File: config.mk
export PLATFORM = sky130hd
export DESIGN_NAME = dda_line_rasterizer_unit
export DESIGN_NICKNAME = d
export VERILOG_FILES = /design/src/hw/rtl/dda_pkg.sv /design/src/hw/rtl/dda_ctrl.sv /design/src/hw/rtl/dda_dp.sv /design/src/hw/rtl/dda_line_rasterizer_unit.sv
export SDC_FILE = /design/constraint.sdc
export NUM_CORES = 1
export LEC_CHECK = 0
export ABC_AREA = 1
export BUFFER_PORTS_ARGS = -buffer_cell sky130_fd_sc_hd__clkbuf_2
export CAP_MARGIN = 15
export CORE_ASPECT_RATIO = 2
export CORE_MARGIN = 4
export CORE_UTILIZATION = 45
export DETAILED_ROUTE_END_ITERATION = 16
export PLACE_DENSITY = 0.72
export SLEW_MARGIN = 5
export SYNTH_ARGS = -nofsm -noshare
export SYNTH_HDL_FRONTEND = slang
export SYNTH_SLANG_ARGS = --single-unit
File: constraint.sdc
create_clock -name clk -period 4.25 [get_ports clk]
set_input_delay 0.85 -clock clk [delete_from_list [all_inputs] [get_ports clk]]
set_output_delay 0.85 -clock clk [all_outputs]
set_load 0.1 [all_outputs]
File: src/hw/rtl/dda_pkg.sv
// shared types and constants for the dda line rasterizer
// no dependencies; used by dda_ctrl, dda_dp and dda_line_rasterizer_unit
`timescale 1ns / 1ps
`default_nettype none

package dda_pkg;

  // coordinate width, fixed by the beat fields
  localparam int unsigned COORD_BITS = 10;

  // operation codes
  localparam logic OP_START = 1'b0;
  localparam logic OP_TICK  = 1'b1;

  // input beat
  typedef struct packed {
    logic                  operation;
    logic [COORD_BITS-1:0] x_start;
    logic [COORD_BITS-1:0] y_start;
    logic [COORD_BITS-1:0] x_end;
    logic [COORD_BITS-1:0] y_end;
  } in_beat_t;

  // result beat
  typedef struct packed {
    logic [COORD_BITS-1:0] pixel_x;
    logic [COORD_BITS-1:0] pixel_y;
    logic                  last_pixel;
  } out_beat_t;

  // controller states
  typedef enum logic [1:0] {
    ST_IDLE,
    ST_DIV_X,
    ST_DIV_Y
  } state_t;

  // commands from controller to datapath
  typedef struct packed {
    logic load;      // start beat accepted: latch line, prime x division
    logic div_step;  // one restoring division step
    logic commit_x;  // store x increment, prime y division
    logic commit_y;  // store y increment, arm pixel count
    logic tick;      // tick beat accepted with pixels left: emit pixel
  } cmd_t;

  // status from datapath to controller
  typedef struct packed {
    logic step_zero;     // latched line has zero length
    logic div_last;      // current division step is the final one
    logic pixels_active; // pixels left on the current line
    logic out_blocked;   // output register full and stalled
  } sts_t;

endpackage

`default_nettype wire

File: src/hw/rtl/dda_ctrl.sv
// controller state machine for the dda line rasterizer
// depends on dda_pkg
`timescale 1ns / 1ps
`default_nettype none

module dda_ctrl (
  input  wire logic          clk,
  input  wire logic          rst_n,
  input  wire logic          in_valid,
  input  wire logic          in_op,
  output logic               in_stall,
  input  wire dda_pkg::sts_t sts,
  output dda_pkg::cmd_t      cmd,
  output dda_pkg::state_t    state
);

  dda_pkg::state_t state_r;
  dda_pkg::state_t state_nxt;
  logic            accept;

  // state register
  always_ff @(posedge clk) begin
    if (!rst_n) begin
      state_r <= dda_pkg::ST_IDLE;
    end else begin
      state_r <= state_nxt;
    end
  end

  assign state  = state_r;
  assign accept = in_valid && !in_stall;

  // next state
  always_comb begin
    state_nxt = state_r;
    case (state_r)
      dda_pkg::ST_IDLE: begin
        if (accept && (in_op == dda_pkg::OP_START)) begin
          state_nxt = dda_pkg::ST_DIV_X;
        end
      end
      dda_pkg::ST_DIV_X: begin
        if (sts.step_zero) begin
          state_nxt = dda_pkg::ST_IDLE;
        end else if (sts.div_last) begin
          state_nxt = dda_pkg::ST_DIV_Y;
        end
      end
      dda_pkg::ST_DIV_Y: begin
        if (sts.div_last) begin
          state_nxt = dda_pkg::ST_IDLE;
        end
      end
      default: state_nxt = dda_pkg::ST_IDLE;
    endcase
  end

  // outputs
  always_comb begin
    in_stall     = 1'b1;
    cmd          = '0;
    case (state_r)
      dda_pkg::ST_IDLE: begin
        in_stall = sts.out_blocked;
        cmd.load = accept && (in_op == dda_pkg::OP_START);
        cmd.tick = accept && (in_op == dda_pkg::OP_TICK) && sts.pixels_active;
      end
      dda_pkg::ST_DIV_X: begin
        cmd.div_step = !sts.step_zero;
        cmd.commit_x = !sts.step_zero && sts.div_last;
      end
      dda_pkg::ST_DIV_Y: begin
        cmd.div_step = 1'b1;
        cmd.commit_y = sts.div_last;
      end
      default: begin
        in_stall = 1'b1;
      end
    endcase
  end

endmodule

`default_nettype wire

File: src/hw/rtl/dda_dp.sv
// datapath for the dda line rasterizer: span logic, shared bit-serial
// divider, position accumulators and output register; depends on dda_pkg
`timescale 1ns / 1ps
`default_nettype none

module dda_dp #(
  parameter int unsigned FRAC_BITS = 16
) (
  input  wire logic              clk,
  input  wire logic              rst_n,
  input  wire dda_pkg::in_beat_t in_data,
  input  wire dda_pkg::cmd_t     cmd,
  output dda_pkg::sts_t          sts,
  input  wire logic              out_stall,
  output logic                   out_valid,
  output dda_pkg::out_beat_t     out_data
);

  localparam int unsigned CB = dda_pkg::COORD_BITS;
  localparam int unsigned PW = CB + FRAC_BITS;      // position width
  localparam int unsigned IW = PW + 1;              // signed increment width
  localparam int unsigned QW = FRAC_BITS + 1;       // quotient width
  localparam int unsigned CW = $clog2(FRAC_BITS + 1);

  // span logic on the incoming start beat
  logic [CB-1:0] adx;
  logic [CB-1:0] ady;
  logic [CB-1:0] step_in;
  logic          neg_x_in;
  logic          neg_y_in;

  always_comb begin
    neg_x_in = in_data.x_end < in_data.x_start;
    neg_y_in = in_data.y_end < in_data.y_start;
    adx      = neg_x_in ? (in_data.x_start - in_data.x_end)
                        : (in_data.x_end - in_data.x_start);
    ady      = neg_y_in ? (in_data.y_start - in_data.y_end)
                        : (in_data.y_end - in_data.y_start);
    step_in  = (adx >= ady) ? adx : ady;
  end

  // line registers
  logic [CB-1:0]         step_r;
  logic [CB-1:0]         mag_y_r;
  logic                  neg_x_r;
  logic                  neg_y_r;
  logic [PW-1:0]         pos_x_r;
  logic [PW-1:0]         pos_y_r;
  logic signed [IW-1:0]  inc_x_r;
  logic signed [IW-1:0]  inc_y_r;
  logic [CB:0]           pixels_left_r;

  // divider registers
  logic [CB:0]   rem_r;
  logic [QW-1:0] quo_r;
  logic [CW-1:0] cnt_r;

  // one restoring step: remainder is always below twice the divisor
  logic          q_bit;
  logic [CB:0]   rem_sub;
  logic [CB:0]   rem_shift;
  logic [QW-1:0] quo_nxt;
  logic [IW-1:0] quo_ext;
  logic [IW-1:0] quo_neg;

  always_comb begin
    q_bit     = rem_r >= {1'b0, step_r};
    rem_sub   = q_bit ? (rem_r - {1'b0, step_r}) : rem_r;
    rem_shift = {rem_sub[CB-1:0], 1'b0};
    quo_nxt   = {quo_r[QW-2:0], q_bit};
    quo_ext   = {{CB{1'b0}}, quo_nxt};
    quo_neg   = (~quo_ext) + {{(IW-1){1'b0}}, 1'b1};
  end

  // divider sequencing
  always_ff @(posedge clk) begin
    if (cmd.load) begin
      rem_r <= {1'b0, adx};
      quo_r <= '0;
      cnt_r <= CW'(FRAC_BITS);
    end else if (cmd.commit_x) begin
      rem_r <= {1'b0, mag_y_r};
      quo_r <= '0;
      cnt_r <= CW'(FRAC_BITS);
    end else if (cmd.div_step) begin
      rem_r <= rem_shift;
      quo_r <= quo_nxt;
      cnt_r <= cnt_r - CW'(1);
    end
  end

  // line setup and increments
  always_ff @(posedge clk) begin
    if (cmd.load) begin
      step_r  <= step_in;
      mag_y_r <= ady;
      neg_x_r <= neg_x_in;
      neg_y_r <= neg_y_in;
      inc_x_r <= '0;
      inc_y_r <= '0;
    end else begin
      if (cmd.commit_x) begin
        inc_x_r <= neg_x_r ? quo_neg : quo_ext;
      end
      if (cmd.commit_y) begin
        inc_y_r <= neg_y_r ? quo_neg : quo_ext;
      end
    end
  end

  // position accumulators
  always_ff @(posedge clk) begin
    if (cmd.load) begin
      pos_x_r <= {in_data.x_start, {FRAC_BITS{1'b0}}};
      pos_y_r <= {in_data.y_start, {FRAC_BITS{1'b0}}};
    end else if (cmd.tick) begin
      pos_x_r <= pos_x_r + inc_x_r[PW-1:0];
      pos_y_r <= pos_y_r + inc_y_r[PW-1:0];
    end
  end

  // pixel count
  always_ff @(posedge clk) begin
    if (!rst_n) begin
      pixels_left_r <= '0;
    end else if (cmd.load) begin
      pixels_left_r <= '0;
    end else if (cmd.commit_y) begin
      pixels_left_r <= {1'b0, step_r};
    end else if (cmd.tick) begin
      pixels_left_r <= pixels_left_r - (CB+1)'(1);
    end
  end

  // output register
  logic               out_valid_r;
  dda_pkg::out_beat_t out_data_r;

  always_ff @(posedge clk) begin
    if (!rst_n) begin
      out_valid_r <= 1'b0;
    end else if (cmd.tick) begin
      out_valid_r <= 1'b1;
    end else if (!out_stall) begin
      out_valid_r <= 1'b0;
    end
  end

  always_ff @(posedge clk) begin
    if (cmd.tick) begin
      out_data_r.pixel_x    <= pos_x_r[PW-1:FRAC_BITS];
      out_data_r.pixel_y    <= pos_y_r[PW-1:FRAC_BITS];
      out_data_r.last_pixel <= pixels_left_r == (CB+1)'(1);
    end
  end

  assign out_valid = out_valid_r;
  assign out_data  = out_data_r;

  // status to controller
  always_comb begin
    sts.step_zero     = step_r == '0;
    sts.div_last      = cnt_r == '0;
    sts.pixels_active = pixels_left_r != '0;
    sts.out_blocked   = out_valid_r && out_stall;
  end

endmodule

`default_nettype wire

File: src/hw/rtl/dda_line_rasterizer_unit.sv
// top level of the dda line rasterizer: controller plus datapath
// depends on dda_pkg, dda_ctrl and dda_dp
`timescale 1ns / 1ps
`default_nettype none

// A start beat loads a line and the block then stalls its input while one
// shared restoring divider works out the x and then the y increment, one
// quotient bit per cycle; a zero-length line needs no division. Tick beats are
// then taken one per cycle, each giving one pixel through a single output
// register; the input stalls only while that register is full and stalled.
// A line gives max(|dx|,|dy|) pixels, start point included, end point not,
// with last_pixel set on the final one. Ticks with no line left give nothing.
module dda_line_rasterizer_unit #(
  parameter int unsigned FRAC_BITS = 16
) (
  input  wire logic              clk,
  input  wire logic              rst_n,
  input  wire logic              in_valid,
  output logic                   in_stall,
  input  wire dda_pkg::in_beat_t in_data,
  output logic                   out_valid,
  input  wire logic              out_stall,
  output dda_pkg::out_beat_t     out_data
);

  dda_pkg::cmd_t   cmd;
  dda_pkg::sts_t   sts;
  dda_pkg::state_t state;

  // controller
  dda_ctrl u_ctrl (
    .clk      (clk),
    .rst_n    (rst_n),
    .in_valid (in_valid),
    .in_op    (in_data.operation),
    .in_stall (in_stall),
    .sts      (sts),
    .cmd      (cmd),
    .state    (state)
  );

  // datapath
  dda_dp #(
    .FRAC_BITS (FRAC_BITS)
  ) u_dp (
    .clk       (clk),
    .rst_n     (rst_n),
    .in_data   (in_data),
    .cmd       (cmd),
    .sts       (sts),
    .out_stall (out_stall),
    .out_valid (out_valid),
    .out_data  (out_data)
  );

  // a new line never leaves old pixels armed while dividing
  a_load_clears_count: assert property (@(posedge clk) disable iff (!rst_n)
    cmd.load |=> !sts.pixels_active)
    else $error("pixel count still armed after line load");

  // after the y increment the line is armed and the controller is idle
  a_commit_arms: assert property (@(posedge clk) disable iff (!rst_n)
    cmd.commit_y |=> (sts.pixels_active && (state == dda_pkg::ST_IDLE)))
    else $error("line not armed after division");

  // the y division restarts the bit counter
  a_commit_x_reload: assert property (@(posedge clk) disable iff (!rst_n)
    cmd.commit_x |=> (!sts.div_last && (state == dda_pkg::ST_DIV_Y)))
    else $error("divider not restarted for y");

  // no pixel is emitted and no line is loaded while the divider is busy
  a_no_tick_busy: assert property (@(posedge clk) disable iff (!rst_n)
    (state != dda_pkg::ST_IDLE) |-> !cmd.tick && !cmd.load)
    else $error("beat taken during division");

endmodule

`default_nettype wire

==> results.md <==
* Outcome: completed
* Power density over the cells at 673.3 mW/mm2
* Cts hold-fix bufs at 0
* Post-synthesis sequential area ratio at 34.97%
* Root buf cell: clkbuf_16
* Most frequent cells in the layout: 430 x nand2_1, 211 x inv_1, 157 x a21oi_1
* Clock-pin slew of the registers on the worst-case setup and hold paths at 70 ps
* Max FO, Critical Path at 9
* H-tree depth at 4
* Drt wl/cell at 18.33 um
* Via-to-Cell Ratio at 5.559
* DR vias at 12340
* Initial antenna violation count at 0
* Slew @ Worst Pin at 935.1 ps
* TritonCTS clock tree: yes
* TritonRoute pass-1 iters at 5
* Commonest non-fill, non-tap cell in the layout: nand2_1
* Share of flip-flops with an asynchronous set or reset at 0%
* Routability cong. at 0.9974
* Tcrit/Tclk final at 89.56%
* Ys flop type: dfxtp_1
* Endpoints failing setup at 0
* Max Cap Viol at 0
* CP endpoint kind: flip-flop
* Core Area at 0.02885 mm2
* Routed Antenna Nets at 0
* Final hold violation count at 0
* Peak VDD IR at 0.3733 mV
* Port buffer count at 67
* Max-slew violation count at 0
* Die width at 128.8 um
* Die area at 0.03216 mm2
* IO Count at 68
* CP arrival at 4000 ps
* Synthesized flop and latch total at 193
* Iteration-0 DRC Markers at 756
* Final #Nets at 2013
* Vias in the first global route at 12520
* Final instance area at 0.01450 mm2
* Clk_skew at 8.202 ps
* Lkg Pwr at 6.766 nW
* Initial Utilization at 45.54%
* Post-synth net total at 1945
* Final Util at 50.27%
* Area after DPL at 0.01389 mm2
* Share of layout cells above drive strength 1 at 8.930%
* RSZ-0062 raised after global routing: no
* Area growth, synth to finish at 10.39%
* Cells along the critical path: clkbuf_2 -> inv_1 -> ha_1 -> inv_1 -> fa_1 -> nand3_1 -> nand2_1 -> a21oi_1 -> nor2_1 -> nor2_1 -> xnor2_1 -> nand2_1 -> nand2_1 -> inv_1 -> ha_1 -> nand2_1 -> nor2_1 -> o211ai_1 -> nand3_1 -> a31oi_1 -> buf_4 -> o21ai_0
* EDFF count, synth at 73
* Setup crit start kind: input port
* # resized after CTS at 0
* Max frequency at 0.2627 GHz
* Remaining global-route overflow at 0
* HP Class: reg2reg
* Slew headroom at 37.51%
* Clk_lat worst skew at 450 ps
* Post-synthesis cell count at 1778
* Largest net degree at the start of global routing at 53
* Count of cell types in the netlist at 53
* CTS Buf Count at 17
* Global-route wire length before repair at 63130 um
* HPWL Detailed at 32360 um
* Mean area per synthesized cell at 7.389 um2
* Yosys warns at 0
* Filler instances at 2876
* Cell Rows at 88
* Cell area after synthesis at 0.01314 mm2
* Total GRT Usage at 25.18%
* DRC Markers at 0
* Setup TNS Final at 0 ps
* Critical path class: in2reg
* Routed WL at 40670 um
* Total Power at 9.765 mW
* Clk buf depth at 2
* Crit path time final at 3806 ps
* N_diodes at 0
* CP required at 4450 ps
* Setup bufs post-CTS at 0
* Top cell by count, worst path: nand2_1
* Clk sink count at 193
* CP max stage delay at 430 ps
* Crit-path slowest cell: fa_1
* Die H at 249.6 um
## flip-flops by register name, summed over array words and instances, names as in the netlist
signal,count
u_dp.cnt_r,5
u_dp.out_data,21
u_dp.step_r,10
u_dp.pos_x_r,26
u_ctrl.state,2
u_dp.rem_r,11
u_dp.out_valid,1
u_dp.inc_y_r,26
u_dp.pos_y_r,26
u_dp.mag_y_r,10
u_dp.inc_x_r,26
u_dp.neg_x_r,1
u_dp.pixels_left_r,11
u_dp.quo_r,16
u_dp.neg_y_r,1
## critical path, delay by kind of cell
family          cells  cell delay, ps
fa+ha+maj           3             910
xor+xnor            1             150
buf+inv             5             490
simple gates        9             910
compound gates      4             680
## layer usage
metal	global-route usage [%]	vias to the layer above	routed length, um
met5	0	-	0
met4	19.22	0	3222
met3	2.741	163	1267
met2	47.73	363	22340
met1	23.63	5711	13840
li1	-	6099	-
## synthesized netlist by cell type (5+ instances only)
master	instances	area [um2]
a21o_1	6	45.04
a21oi_1	157	785.8
a31oi_1	6	37.54
buf_2	18	90.09
buf_4	6	45.04
clkbuf_1	17	63.81
dfxtp_1	120	2402
edfxtp_1	73	2192
fa_1	7	140.1
ha_1	115	1439
inv_1	211	792.0
inv_2	7	26.28
nand2_1	430	1614
nand2_2	7	43.79
nand3_1	94	470.5
nand4_1	17	106.4
nor2_1	127	476.7
nor2_2	5	31.28
nor3_1	13	65.06
nor4_1	9	56.30
o211ai_1	14	105.1
o21a_1	6	45.04
o21ai_0	126	630.6
o21ai_1	23	115.1
o21ai_2	5	43.79
o21bai_1	14	105.1
o22ai_1	30	187.7
xnor2_1	11	96.34
xor2_1	58	508.0
## per-stage QoR
stage	setup WS, ps	hold slack (ps)	cells
after global placement	83.82	441.9	2186
after CTS	493.4	460.1	2218
after floorplan	393.3	430.0	1778
final	443.6	458.6	2219
after detailed placement	14.94	445.8	2186
after global routing	209.4	474.5	2219
## cell families after synthesis
kind of cell	count (synthesis)	synth area share, %
AND/OR/NAND/NOR	718	22.78
AO/OA/AOI/OAI	411	17.54
buffers and inverters	264	8.009
flip-flops	193	34.97
adder cells (fa/ha/maj)	122	12.02
XOR/XNOR	69	4.600
multiplexers	1	0.07619
## worst paths after layout
kind / endpoint / slack (ps) / cells past startpoint / start
worst max-delay path: u_dp.step_r[5]$_DFFE_PP_ / 440 / 22 / in_data[0]
worst min-delay path: u_dp.out_data[19]$_DFFE_PP_ / 460 / 0 / u_dp.pos_x_r[24]$_DFFE_PP_
worst max register to register: u_dp.inc_y_r[16]$_SDFFE_PP0P_ / 900 / 17 / u_dp.step_r[4]$_DFFE_PP_
worst min register to register: u_dp.out_data[19]$_DFFE_PP_ / 460 / 0 / u_dp.pos_x_r[24]$_DFFE_PP_
## layout make-up
type	instances	area [um2]	share of cell area (%)
clock inverter	13	133.9	0.9231
clock buffer	19	452.9	3.123
multi-input combinational	1321	7491	51.65
timing repair buffer	94	558.0	3.848
tap	360	450.4	3.106
sequential	193	4594	31.68
inverter	219	822.0	5.668
## report_power, final
group / switching [mW] / internal, mW
Sequential: 0.324 / 2.62
Combinational: 3.68 / 1.51
Clock: 0.735 / 0.898
Total: 4.74 / 5.03
No activity file was read; power rests on OpenSTA's default activity.
